## config.mk

```make
export PLATFORM = sky130hd
export DESIGN_NAME = lsb_message_extractor_top
export DESIGN_NICKNAME = d
export VERILOG_FILES = /design/src/hdl/lme_pkg.sv /design/src/hdl/lme_decode.sv /design/src/hdl/lme_rsp_queue.sv /design/src/hdl/lsb_message_extractor_top.sv
export VERILOG_INCLUDE_DIRS = /design/src /design/src/hdl
export SDC_FILE = /design/constraint.sdc
export NUM_CORES = 1
export LEC_CHECK = 0
export ABC_CLOCK_PERIOD_IN_PS = 5800
export BUFFER_PORTS_ARGS = -buffer_cell sky130_fd_sc_hd__buf_2
export CAP_MARGIN = 30
export CELL_PAD_IN_SITES_DETAIL_PLACEMENT = 0
export CELL_PAD_IN_SITES_GLOBAL_PLACEMENT = 1
export CORE_MARGIN = 2
export CORE_UTILIZATION = 42
export DETAILED_ROUTE_END_ITERATION = 10
export PLACE_DENSITY = 0.77
export SLEW_MARGIN = 20
export SYNTH_ARGS = -nofsm -noshare
export SYNTH_HDL_FRONTEND = slang
export SYNTH_SLANG_ARGS = --single-unit
```

## constraint.sdc

```tcl
create_clock -name clock -period 5.8 [get_ports clock]
set_clock_uncertainty 0.05 [all_clocks]
set_input_delay 0.58 -clock clock [delete_from_list [all_inputs] [get_ports clock]]
set_output_delay 0.58 -clock clock [all_outputs]
set_load 0.01 [all_outputs]
```

## src/hdl/lsb_message_extractor_top_defines.svh

```systemverilog
// Assertion helpers shared by the extractor modules.
// Every check is sampled on the rising edge of clock and is ignored while reset is high.
`ifndef LSB_MESSAGE_EXTRACTOR_TOP_DEFINES_SVH
`define LSB_MESSAGE_EXTRACTOR_TOP_DEFINES_SVH

// The consequent must hold in the same cycle as the antecedent.
`define LME_ASSERT_SAME(label, ante, cons, msg) \
   label: assert property (@(posedge clock) disable iff (reset) (ante) |-> (cons)) \
      else $error(msg);

// The consequent must hold in the cycle after the antecedent.
`define LME_ASSERT_NEXT(label, ante, cons, msg) \
   label: assert property (@(posedge clock) disable iff (reset) (ante) |=> (cons)) \
      else $error(msg);

`endif

```

## src/hdl/lme_pkg.sv

```systemverilog
`timescale 1ns / 1ps

package lme_pkg;

   // Number of payload bytes that make up the big-endian message length.
   localparam logic [2:0] LENGTH_BYTES = 3'd4;

   typedef enum logic [1:0] {
      PHASE_HEADER = 2'd0,
      PHASE_DATA   = 2'd1,
      PHASE_DONE   = 2'd2
   } phase_type;

   typedef enum logic [1:0] {
      KIND_LENGTH = 2'd0,
      KIND_DATA   = 2'd1,
      KIND_SHORT  = 2'd2
   } kind_type;

   typedef struct packed {
      logic [7:0] carrier_byte;
      logic       carrier_last;
   } req_type;

   typedef struct packed {
      kind_type    result_kind;
      logic [31:0] result_value;
      logic        message_last;
   } rsp_type;

   // Results produced by one request, handed from the decoder to the queue.
   typedef struct packed {
      logic [1:0] count;
      rsp_type    first;
      rsp_type    second;
   } push_type;

endpackage

```

## src/hdl/lme_decode.sv

```systemverilog
`timescale 1ns / 1ps
`include "lsb_message_extractor_top_defines.svh"

module lme_decode (
   input  logic              clock,
   input  logic              reset,
   input  logic              csr_write_enable,
   input  logic [1:0]        csr_write_data,
   input  logic              item_valid,
   input  lme_pkg::req_type  item,
   input  logic [1:0]        queue_count,
   output logic              consume,
   output lme_pkg::push_type push
);

   lme_pkg::phase_type phase_ff, phase_in;
   logic [1:0]  bpc_log2_ff;
   logic [7:0]  bit_gather_ff, bit_gather_in;
   logic [3:0]  fields_taken_ff, fields_taken_in;
   logic [2:0]  header_count_ff, header_count_in;
   logic [31:0] length_gather_ff, length_gather_in;
   logic [31:0] remaining_count_ff, remaining_count_in;

   lme_pkg::rsp_type main_rsp, short_rsp;
   logic        main_hit, short_hit;
   logic [1:0]  result_count;

   always_comb begin
      logic [7:0]  gathered;
      logic [3:0]  need;
      logic [3:0]  taken_inc;
      logic [2:0]  header_inc;
      logic [31:0] length_new;
      logic [31:0] remaining_dec;
      lme_pkg::phase_type phase_mid;

      phase_in           = phase_ff;
      bit_gather_in      = bit_gather_ff;
      fields_taken_in    = fields_taken_ff;
      header_count_in    = header_count_ff;
      length_gather_in   = length_gather_ff;
      remaining_count_in = remaining_count_ff;
      main_hit           = 1'b0;
      main_rsp           = '{lme_pkg::KIND_LENGTH, 32'd0, 1'b0};
      short_rsp          = '{lme_pkg::KIND_SHORT, 32'd0, 1'b0};

      unique case (bpc_log2_ff)
         2'd0: begin
            gathered = {bit_gather_ff[6:0], item.carrier_byte[0]};
            need     = 4'd8;
         end
         2'd1: begin
            gathered = {bit_gather_ff[5:0], item.carrier_byte[1:0]};
            need     = 4'd4;
         end
         2'd2: begin
            gathered = {bit_gather_ff[3:0], item.carrier_byte[3:0]};
            need     = 4'd2;
         end
         default: begin
            gathered = item.carrier_byte;
            need     = 4'd1;
         end
      endcase

      taken_inc     = fields_taken_ff + 4'd1;
      header_inc    = header_count_ff + 3'd1;
      length_new    = {length_gather_ff[23:0], gathered};
      remaining_dec = remaining_count_ff - 32'd1;

      if (phase_ff != lme_pkg::PHASE_DONE) begin
         bit_gather_in   = gathered;
         fields_taken_in = taken_inc;
         if (taken_inc >= need) begin
            bit_gather_in   = 8'd0;
            fields_taken_in = 4'd0;
            if (phase_ff == lme_pkg::PHASE_HEADER) begin
               length_gather_in = length_new;
               header_count_in  = header_inc;
               if (header_inc >= lme_pkg::LENGTH_BYTES) begin
                  main_hit           = 1'b1;
                  main_rsp           = '{lme_pkg::KIND_LENGTH, length_new,
                                         (length_new == 32'd0)};
                  remaining_count_in = length_new;
                  phase_in           = (length_new == 32'd0) ? lme_pkg::PHASE_DONE
                                                             : lme_pkg::PHASE_DATA;
                  header_count_in    = 3'd0;
                  length_gather_in   = 32'd0;
               end
            end else begin
               remaining_count_in = remaining_dec;
               main_hit           = 1'b1;
               main_rsp           = '{lme_pkg::KIND_DATA, {24'd0, gathered},
                                      (remaining_dec == 32'd0)};
               if (remaining_dec == 32'd0) begin
                  phase_in = lme_pkg::PHASE_DONE;
               end
            end
         end
      end

      phase_mid = phase_in;
      short_hit = item.carrier_last && (phase_mid != lme_pkg::PHASE_DONE);

      // The end of the image always returns the extractor to a fresh header.
      if (item.carrier_last) begin
         phase_in           = lme_pkg::PHASE_HEADER;
         bit_gather_in      = 8'd0;
         fields_taken_in    = 4'd0;
         header_count_in    = 3'd0;
         length_gather_in   = 32'd0;
         remaining_count_in = 32'd0;
      end
   end

   assign result_count = {1'b0, main_hit} + {1'b0, short_hit};
   assign consume      = item_valid && (result_count <= (2'd2 - queue_count));

   always_comb begin
      push.count  = consume ? result_count : 2'd0;
      push.first  = main_hit ? main_rsp : short_rsp;
      push.second = short_rsp;
   end

   always_ff @(posedge clock) begin
      if (reset) begin
         bpc_log2_ff        <= 2'd0;
         phase_ff           <= lme_pkg::PHASE_HEADER;
         bit_gather_ff      <= 8'd0;
         fields_taken_ff    <= 4'd0;
         header_count_ff    <= 3'd0;
         length_gather_ff   <= 32'd0;
         remaining_count_ff <= 32'd0;
      end else begin
         if (csr_write_enable) begin
            bpc_log2_ff <= csr_write_data;
         end
         if (consume) begin
            phase_ff           <= phase_in;
            bit_gather_ff      <= bit_gather_in;
            fields_taken_ff    <= fields_taken_in;
            header_count_ff    <= header_count_in;
            length_gather_ff   <= length_gather_in;
            remaining_count_ff <= remaining_count_in;
         end
      end
   end

   `LME_ASSERT_NEXT(a_last_clears, consume && item.carrier_last,
      phase_ff == lme_pkg::PHASE_HEADER && fields_taken_ff == 4'd0 && header_count_ff == 3'd0,
      "end of image did not return to a fresh header")
   `LME_ASSERT_SAME(a_short_only_on_last,
      push.count != 2'd0 && push.first.result_kind == lme_pkg::KIND_SHORT,
      item.carrier_last, "short-image error raised without the last carrier byte")
   `LME_ASSERT_SAME(a_done_is_quiet,
      consume && phase_ff == lme_pkg::PHASE_DONE && !item.carrier_last,
      push.count == 2'd0, "result produced after the message was complete")

endmodule

```

## src/hdl/lme_rsp_queue.sv

```systemverilog
`timescale 1ns / 1ps
`include "lsb_message_extractor_top_defines.svh"

module lme_rsp_queue (
   input  logic              clock,
   input  logic              reset,
   input  lme_pkg::push_type push,
   output logic [1:0]        queue_count,
   output logic              rsp_valid,
   input  logic              rsp_stall,
   output lme_pkg::rsp_type  rsp_payload
);

   // Entry zero is always the head of the queue.
   lme_pkg::rsp_type head_ff, head_in;
   lme_pkg::rsp_type tail_ff, tail_in;
   logic [1:0] count_ff, count_in;

   always_comb begin
      logic       pop;
      logic [1:0] kept;

      pop     = (count_ff != 2'd0) && !rsp_stall;
      head_in = head_ff;
      tail_in = tail_ff;
      kept    = count_ff;
      if (pop) begin
         head_in = tail_ff;
         kept    = count_ff - 2'd1;
      end
      if (push.count != 2'd0) begin
         if (kept == 2'd0) begin
            head_in = push.first;
            tail_in = push.second;
         end else begin
            tail_in = push.first;
         end
      end
      count_in = kept + push.count;
   end

   always_ff @(posedge clock) begin
      if (reset) begin
         count_ff <= 2'd0;
      end else begin
         count_ff <= count_in;
      end
   end

   always_ff @(posedge clock) begin
      head_ff <= head_in;
      tail_ff <= tail_in;
   end

   assign queue_count = count_ff;
   assign rsp_valid   = (count_ff != 2'd0);
   assign rsp_payload = head_ff;

   `LME_ASSERT_SAME(a_no_overflow, push.count != 2'd0,
      ({1'b0, push.count} + {1'b0, count_ff}) <= 3'd2, "result queue overflow")

endmodule

```

## src/hdl/lsb_message_extractor_top.sv

```systemverilog
`timescale 1ns / 1ps
`include "lsb_message_extractor_top_defines.svh"

// LSB message extractor. Each request carries one carrier byte; the extractor keeps its
// low 1, 2, 4 or 8 bits (set by csr_write_data as a log2 value) and packs them most
// significant first into payload bytes. The first four payload bytes are a big-endian
// message length, reported once, followed by that many data bytes, the final one marked
// with message_last. A carrier byte marked last ends the image: if the message is still
// incomplete at that point an error result follows any result that byte completed, and
// the extractor always returns to looking for a new header. The block accepts one
// request per clock unless req_stall holds it: a request is registered on entry,
// decoded in the next cycle, and its results land in a two-entry output queue. Results
// leave at one per clock while rsp_stall is low. The first result of a request passes
// through the input register and the output queue before it is offered. The register
// must be written only while no request is in flight; the block itself does not enforce
// this.
module lsb_message_extractor_top (
   input  logic             clock,
   input  logic             reset,
   input  logic             csr_write_enable,
   input  logic [1:0]       csr_write_data,
   input  logic             req_valid,
   output logic             req_stall,
   input  lme_pkg::req_type req_payload,
   output logic             rsp_valid,
   input  logic             rsp_stall,
   output lme_pkg::rsp_type rsp_payload
);

   // Input register: holds the request that the decoder works on this cycle.
   logic             in_valid_ff, in_valid_in;
   lme_pkg::req_type in_data_ff;

   logic              consume;
   logic [1:0]        queue_count;
   lme_pkg::push_type push;

   // The held request stays put until the decoder can place all of its results in the
   // output queue; only then is room made for the next one.
   assign req_stall   = in_valid_ff && !consume;
   assign in_valid_in = req_stall ? in_valid_ff : req_valid;

   always_ff @(posedge clock) begin
      if (reset) begin
         in_valid_ff <= 1'b0;
      end else begin
         in_valid_ff <= in_valid_in;
      end
   end

   always_ff @(posedge clock) begin
      if (req_valid && !req_stall) begin
         in_data_ff <= req_payload;
      end
   end

   lme_decode u_decode (
      .clock            (clock),
      .reset            (reset),
      .csr_write_enable (csr_write_enable),
      .csr_write_data   (csr_write_data),
      .item_valid       (in_valid_ff),
      .item             (in_data_ff),
      .queue_count      (queue_count),
      .consume          (consume),
      .push             (push)
   );

   lme_rsp_queue u_rsp_queue (
      .clock       (clock),
      .reset       (reset),
      .push        (push),
      .queue_count (queue_count),
      .rsp_valid   (rsp_valid),
      .rsp_stall   (rsp_stall),
      .rsp_payload (rsp_payload)
   );

   // A stalled request must remain held in the input register.
   `LME_ASSERT_NEXT(a_stall_holds, req_stall, in_valid_ff, "held request was lost")

endmodule
```

# Word level (Yosys, flattened, before mapping)
# Index checks and enable logic that the tools add are counted.
dict set report totals {
  regBits 156
  input_bits 16
  out_inout_bits 37
  word_cells 97
}
dict set report classes {
  add_sub_neg 7
  magnitude_cmp 3
  n_eq_ne 5
  mux 44
  n_reduce_logical 21
}
# op count
set op_table {}
lappend op_table {{35-bit 2-to-1 mux} 6}
lappend op_table {{32-bit 2-to-1 mux} 5}
lappend op_table {{24-bit 2-to-1 mux} 5}
lappend op_table {{32-bit zero test} 2}
lappend op_table {{34-bit 2-to-1 mux} 1}
lappend op_table {{33-bit 2-to-1 mux} 1}
lappend op_table {{32-bit by 1-bit subtractor with 32-bit output, second input constant} 1}
lappend op_table {{8-bit case mux with 3 select lines} 1}
lappend op_table {{7-bit 2-to-1 mux} 3}
lappend op_table {{2-bit 2-to-1 mux} 9}
lappend op_table {{3-bit 2-to-1 mux} 5}
lappend op_table {{4-bit 2-to-1 mux} 3}
lappend op_table {{4-bit case mux with 3 select lines} 1}
lappend op_table {{2-bit nonzero test} 5}
lappend op_table {{4-bit AND reduction} 2}
lappend op_table {{2-bit zero test} 3}
lappend op_table {{1-bit logical AND} 5}
lappend op_table {{4-bit by 1-bit adder with 4-bit output, second input constant} 1}
lappend op_table {{4-bit greater-or-equal comparator} 1}
lappend op_table {{1-bit 2-to-1 mux} 4}
lappend op_table {{2-bit != test, second input constant} 2}
lappend op_table {{3-bit by 1-bit adder with 3-bit output, second input constant} 1}
lappend op_table {{3-bit greater-or-equal comparator, second input constant} 1}
lappend op_table {{1-bit zero test} 3}
lappend op_table {{9 further kinds} 9}

# Depth between registers and ports, before layout
dict set report depth {
  word_depth 17
  depth_mapped 24
  depth_no_buf 21
}

# Modules after synthesis
# Synthesis repeated with hierarchy kept, for this count alone.
dict set report hier_totals {
  cells_unflattened 1063
  area_unflattened_um2 8931.1
}
# module n_inst cells_per_inst area_each_um2 seq_area_each_um2
set by_module_without_submodules {}
lappend by_module_without_submodules {lme_decode 1 729 5305.1 1481.4}
lappend by_module_without_submodules {lme_rsp_queue 1 321 3305.7 1791.7}
lappend by_module_without_submodules {lsb_message_extractor_top 1 13 320.3 290.3}

# Least setup slack after synthesis
# Ideal clock, no wire load.
dict set report synth_timing {
  kind {reg-to-reg}
  from {register u_decode.remaining_count_ff[11]}
  to {register u_rsp_queue.head_ff (netlist bit u_rsp_queue.rsp_payload[13])}
  setup_ns 0.074
  t_arrival_ns 5.636
  required_ns 5.676
  setup_slack_ns 0.039
  path_stages_with_launch 23
  n_path_buf 4
  synth_period_minus_slack_ns 5.761
  path_cell_list {dfxtp_1 -> buf_6 -> or4_4 -> or4b_4 -> buf_6 -> or4_4 -> nand3_2 -> nor4b_2 -> nand4_1 -> nor2_1 -> a211oi_1 -> ha_1 -> ha_1 -> nor2b_1 -> o21ai_0 -> and2_1 -> clkbuf_1 -> o21a_1 -> nand2_1 -> nor2_1 -> clkbuf_1 -> nand2_1 -> o21ai_0}
}
# item line_no
set synth_lines {}
lappend synth_lines {{start: declaration} lme_decode.sv:22} ;# logic [31:0] remaining_count_ff, remaining_count_in;
lappend synth_lines {{start signal: assignment} lme_decode.sv:144} ;# remaining_count_ff <= remaining_count_in;
lappend synth_lines {{end signal: assignment} lme_rsp_queue.sv:51} ;# head_ff <= head_in;
lappend synth_lines {{end: declaration} lme_rsp_queue.sv:15} ;# lme_pkg::rsp_type head_ff, head_in;

# Worst setup path in the final report
dict set report layout_timing {
  from {register u_decode.remaining_count_ff[11]}
  to {output port req_stall}
}
dict set report layout_via {
  elab_chain_cells 13
}
# item line_no
set layout_rtl {}
lappend layout_rtl {{32-bit by 1-bit subtractor with 32-bit output} lme_decode.sv:69} ;# remaining_dec = remaining_count_ff - 32'd1;
lappend layout_rtl {{32-bit zero test} lme_decode.sv:95} ;# if (remaining_dec == 32'd0) begin
lappend layout_rtl {{2-bit 2-to-1 mux} lme_decode.sv:95}
lappend layout_rtl {{2-bit 2-to-1 mux} lme_decode.sv:77} ;# if (phase_ff == lme_pkg::PHASE_HEADER) begin
lappend layout_rtl {{2-bit 2-to-1 mux} lme_decode.sv:74} ;# if (taken_inc >= need) begin
lappend layout_rtl {{2-bit 2-to-1 mux} lme_decode.sv:71} ;# if (phase_ff != lme_pkg::PHASE_DONE) begin
lappend layout_rtl {{2-bit != test} lme_decode.sv:103} ;# short_hit = item.carrier_last && (phase_mid != lme_pkg::PHASE_DONE);
lappend layout_rtl {{1-bit logical AND} lme_decode.sv:103}
lappend layout_rtl {{1-bit by 1-bit adder with 2-bit output} lme_decode.sv:116} ;# assign result_count = {1'b0, main_hit} + {1'b0, short_hit};
lappend layout_rtl {{2-bit <= comparator} lme_decode.sv:117} ;# assign consume = item_valid && (result_count <= (2'd2 - queue_count));
lappend layout_rtl {{1-bit logical AND} lme_decode.sv:117}
lappend layout_rtl {{1-bit zero test} lsb_message_extractor_top.sv:40} ;# assign req_stall = in_valid_ff && !consume;
lappend layout_rtl {{1-bit logical AND} lsb_message_extractor_top.sv:40}
lappend layout_rtl {{end: declaration} lsb_message_extractor_top.sv:23} ;# output logic req_stall,
# No other way between the ends.

==> impl_metrics.csv <==
group,metric,value,unit
run_status,status,"completed",
synthesis,synth_mux_area_frac,0.0660,
synthesis,post_synth_xor_area_fraction,0.0235,
synthesis,number_of_enable_flip_flop_cells_after_synthesis,44,
timing,setup-violations-final,0,
setup_path,setup.worst_path.start_class,"flip-flop",
setup_path,worst-path-max-fanout,11,
timing,hold_violations,0,
synthesis,synthFlopType,"sky130_fd_sc_hd__dfxtp_1",
timing,grt_setup_unrepaired,"no",
pwr,share_clk_of_total_power,0.347,
setup_path,worstSetupEndpointType,"output port",
pwr,worst_vdd_drop,196,uV
timing,worst_slew_pin_slew,0.880,ns
finish,layout-drive-gt1-share,0.149,
timing,minimum_hold_slack,0.274,ns
floorplan,die_h,140,um
synthesis,async_flop_share,0,
floorplan,floorplan.die.width,140,um
clock_network,tritoncts_clock_tree,"built",
timing,layout_worst_path_cycle_share,0.915,
synthesis,yosysSeqAreaShare,0.455,
pwr,power.switching,1.03,mW
route,detailedRoute.firstPassIterationCount,5,
route,antenna_violating_nets_remaining,0,
clock_network,holdBufCountCts,0,
placed_design,detailed_place_hpwl,13500,um
synthesis,netlist_instances,886,
finish,fillers,1756,
global_routing,antenna_found_initial,0,
finish,design.final.nets,941,
setup_path,worstPathArrival,4.68,ns
pwr,p_leak,3.30,nW
synthesis,ys_top_cells_by_count,"sky130_fd_sc_hd__nand2_1, sky130_fd_sc_hd__dfxtp_1, sky130_fd_sc_hd__o21ai_0",
synthesis,yosys.area_share.simple,0.240,
global_routing,grt_max_degree,78,
clock_network,clock-root-buffer,"sky130_fd_sc_hd__clkbuf_16",
min_path,hold_path_class,"in2reg",
synthesis,synth_area_per_cell,8.83,um2
setup_path,crit_required,5.17,ns
global_routing,global_route_wire_length_before_repair,33200,um
pwr,power_per_cell_area,369,mW/mm2
pwr,intPower,2.23,mW
synthesis,synth_seq_cells,156,
timing,fin_crit,5.31,ns
route,initialDrtViolationCount,604,
synthesis,synthTopCellsByArea,"sky130_fd_sc_hd__dfxtp_1, sky130_fd_sc_hd__edfxtp_1, sky130_fd_sc_hd__nand2_1",
placed_design,number_of_buffer_cells_added_on_primary_ports,52,
global_routing,grt.overflow.total,0,
setup_path,cp_cell_sequence,"or4_4 > or4b_4 > or3_4 > mux2_4 > o22ai_2 > nand4_1 > nor2_1 > a211oi_1 > ha_1 > ha_1 > nor2b_1 > o21ai_0 > inv_1 > nand2_1 > inv_1 > buf_2",
setup_path,slowest_delay,0.63,ns
clock_network,insertion_delay,0.43,ns
setup_path,criticalPathCategory,"reg2out",
synthesis,synth_cell_type_count,67,
timing,fmax,0.188,GHz
route,detail_route.wl_per_cell,17.5,um
floorplan,start_util,0.431,
timing,finalSetupTns,0,ns
finish,area_growth_syn_to_fin,12.7,%
route,detail_route.vias_per_cell,5.62,
route,postRouteWirelength,20200,um
pwr,power.combinational.fraction,0.232,
clock_network,clock_tree.htree_level_count,4,
clock_network,number_of_buffers_inserted_during_clock_tree_synthesis,17,
finish,final-seq-area,0.00356,mm2
run,max_cap_viol_count,0,
clock_network,cts_sinks,156,
clock_network,cts_setup_buffers,0,
clock_network,post_cts.resized_instances,0,
synthesis,synth_adder_area_share,0.0192,
clock_network,clock_path_buffers,2,
timing,slew-limit-headroom,0.413,
global_routing,gr_usage_total,0.210,
floorplan,ioPinCount,53,
synthesis,synthesis.yosys.warnings,0,
synthesis,mappedNetlistNets,914,
setup_path,cp_slowest_cell,"sky130_fd_sc_hd__or4b_4",
pwr,power.share.switching,0.315,
synthesis,synth_top_cell_area_share,0.287,
timing,slew_violations,0,
route,final_routed_drc_violation_total,0,
placed_design,place_congestion,0.925,
finish,antenna-diode-count,0,
floorplan,row_count,49,
synthesis,synthDominantAreaCellType,"sky130_fd_sc_hd__dfxtp_1",
synthesis,combinational_family_with_the_most_area_after_synthesis,"simple AND/OR/NAND/NOR gates",
finish,multiInputGateArea,0.00389,mm2
synthesis,mappedNetlistArea,0.00783,mm2
global_routing,via_count_of_the_first_global_routing_pass,6206,
clock_network,clk_pin_slew_worst_setup_hold_paths,0.07,ns
pwr,pwr-share-seq,0.421,
synthesis,synthMostInstantiatedCell,"sky130_fd_sc_hd__nand2_1",
route,via_count,6493,
floorplan,fp.coreArea,0.0181,mm2
synthesis,synth_compound_area_frac,0.146,
floorplan,fp.dieArea,0.0197,mm2
==> logic make-up (layout without fill, tap and decap cells) <==
logic type,Yosys count,count (layout)
adder cells (fa/ha/maj),12,12
XOR/XNOR,21,21
multiplexers,46,46
buffers and inverters,80,120
AND/OR/NAND/NOR,372,372
flip-flops,156,156
AO/OA/AOI/OAI,199,199
==> layout make-up <==
type	count	share of cell area
multi-input cells	650	0.441
flip-flops and latches	156	0.404
repair buffers	75	0.0505
clock buffers	17	0.0482
well taps	229	0.0325
clock inverters	15	0.0184
inverters	13	0.00553
==> power groups by stage <==
stage               clock network, mW  logic, mW  registers, mW
floorplan                           0      0.461           1.43
global route                     1.20      0.843           1.39
CTS                              1.14      0.766           1.37
global placement                    0      0.758           1.39
detailed placement                  0      0.764           1.40
finish                           1.13      0.757           1.37
==> cell usage in the layout (no fill, tap or decap), drive strengths merged, types with 10 or more instances in the layout <==
master	instances
nor2	64
ha	12
clkbuf	17
o31ai	10
dfxtp	112
nand3	40
buf	75
edfxtp	44
xor2	10
and2	28
mux2i	40
o21ai	78
nor3	18
nand2b	10
nand2	124
a22oi	15
a21oi	72
nor4	23
xnor2	11
inv	17
and3	11
nand4	16
==> sequential cells by signal, summed over array words and instances, names as in the netlist <==
signal	cells
u_rsp_queue.rsp_payload	35
u_rsp_queue.tail_ff	35
in_valid_ff	1
u_rsp_queue.queue_count	2
in_data_ff	9
u_decode.remaining_count_ff	32
u_decode.header_count_ff	3
u_decode.bpc_log2_ff	2
u_decode.bit_gather_ff	7
u_decode.fields_taken_ff	4
u_decode.phase_ff	2
u_decode.length_gather_ff	24
==> per-stage QoR <==
| stage | setup slack (ns) | utilization | area, um2 | power (mW) | cells |
|---|---|---|---|---|---|
| 2_1_floorplan | 0.0394 | - | 7830 | 1.89 | 886 |
| 6_report | 0.494 | 0.486 | 8820 | 3.26 | 1155 |
| 5_1_grt | 0.0683 | 0.486 | 8820 | 3.43 | 1155 |
| 4_1_cts | 0.513 | 0.486 | 8820 | 3.28 | 1155 |
| 3_3_place_gp | 0.678 | 0.454 | 8230 | 2.15 | 1123 |
| 3_5_place_dp | 0.586 | 0.454 | 8230 | 2.16 | 1123 |
==> per-layer routing <==
metal | global-route usage | share of wire | vias up | routed length, um
met2 | 0.326 | 0.44 | 193 | 8990
met4 | 0.0532 | 0.011 | 0 | 225
met1 | 0.303 | 0.49 | 3056 | 9930
met5 | 0 | 0 | - | 0
met3 | 0.0376 | 0.053 | 17 | 1070
li1 | - | - | 3227 | -
==> worst max-delay path, delay by kind of cell, from the launching register on <==
| family | cells | cell delay (ns) |
|---|---|---|
| AO/OA/AOI/OAI | 3 | 0.48 |
| adder cells (fa/ha/maj) | 2 | 0.55 |
| buffers and inverters | 3 | 0.27 |
| flip-flops | 1 | 0.41 |
| multiplexers | 1 | 0.31 |
| AND/OR/NAND/NOR | 7 | 2.22 |
==> final timing paths <==
kind / to / depth (start not counted) / from / slack, ns
min: in_data_ff[3] / 1 / req_payload[3] / 0.27
min reg2reg: u_decode.header_count_ff[1] / 2 / u_decode.header_count_ff[1] / 0.42
max reg2reg: u_decode.bit_gather_ff[0] / 20 / u_decode.remaining_count_ff[11] / 0.50
max: req_stall / 16 / u_decode.remaining_count_ff[11] / 0.49
No activity file was read; power rests on OpenSTA's default activity.
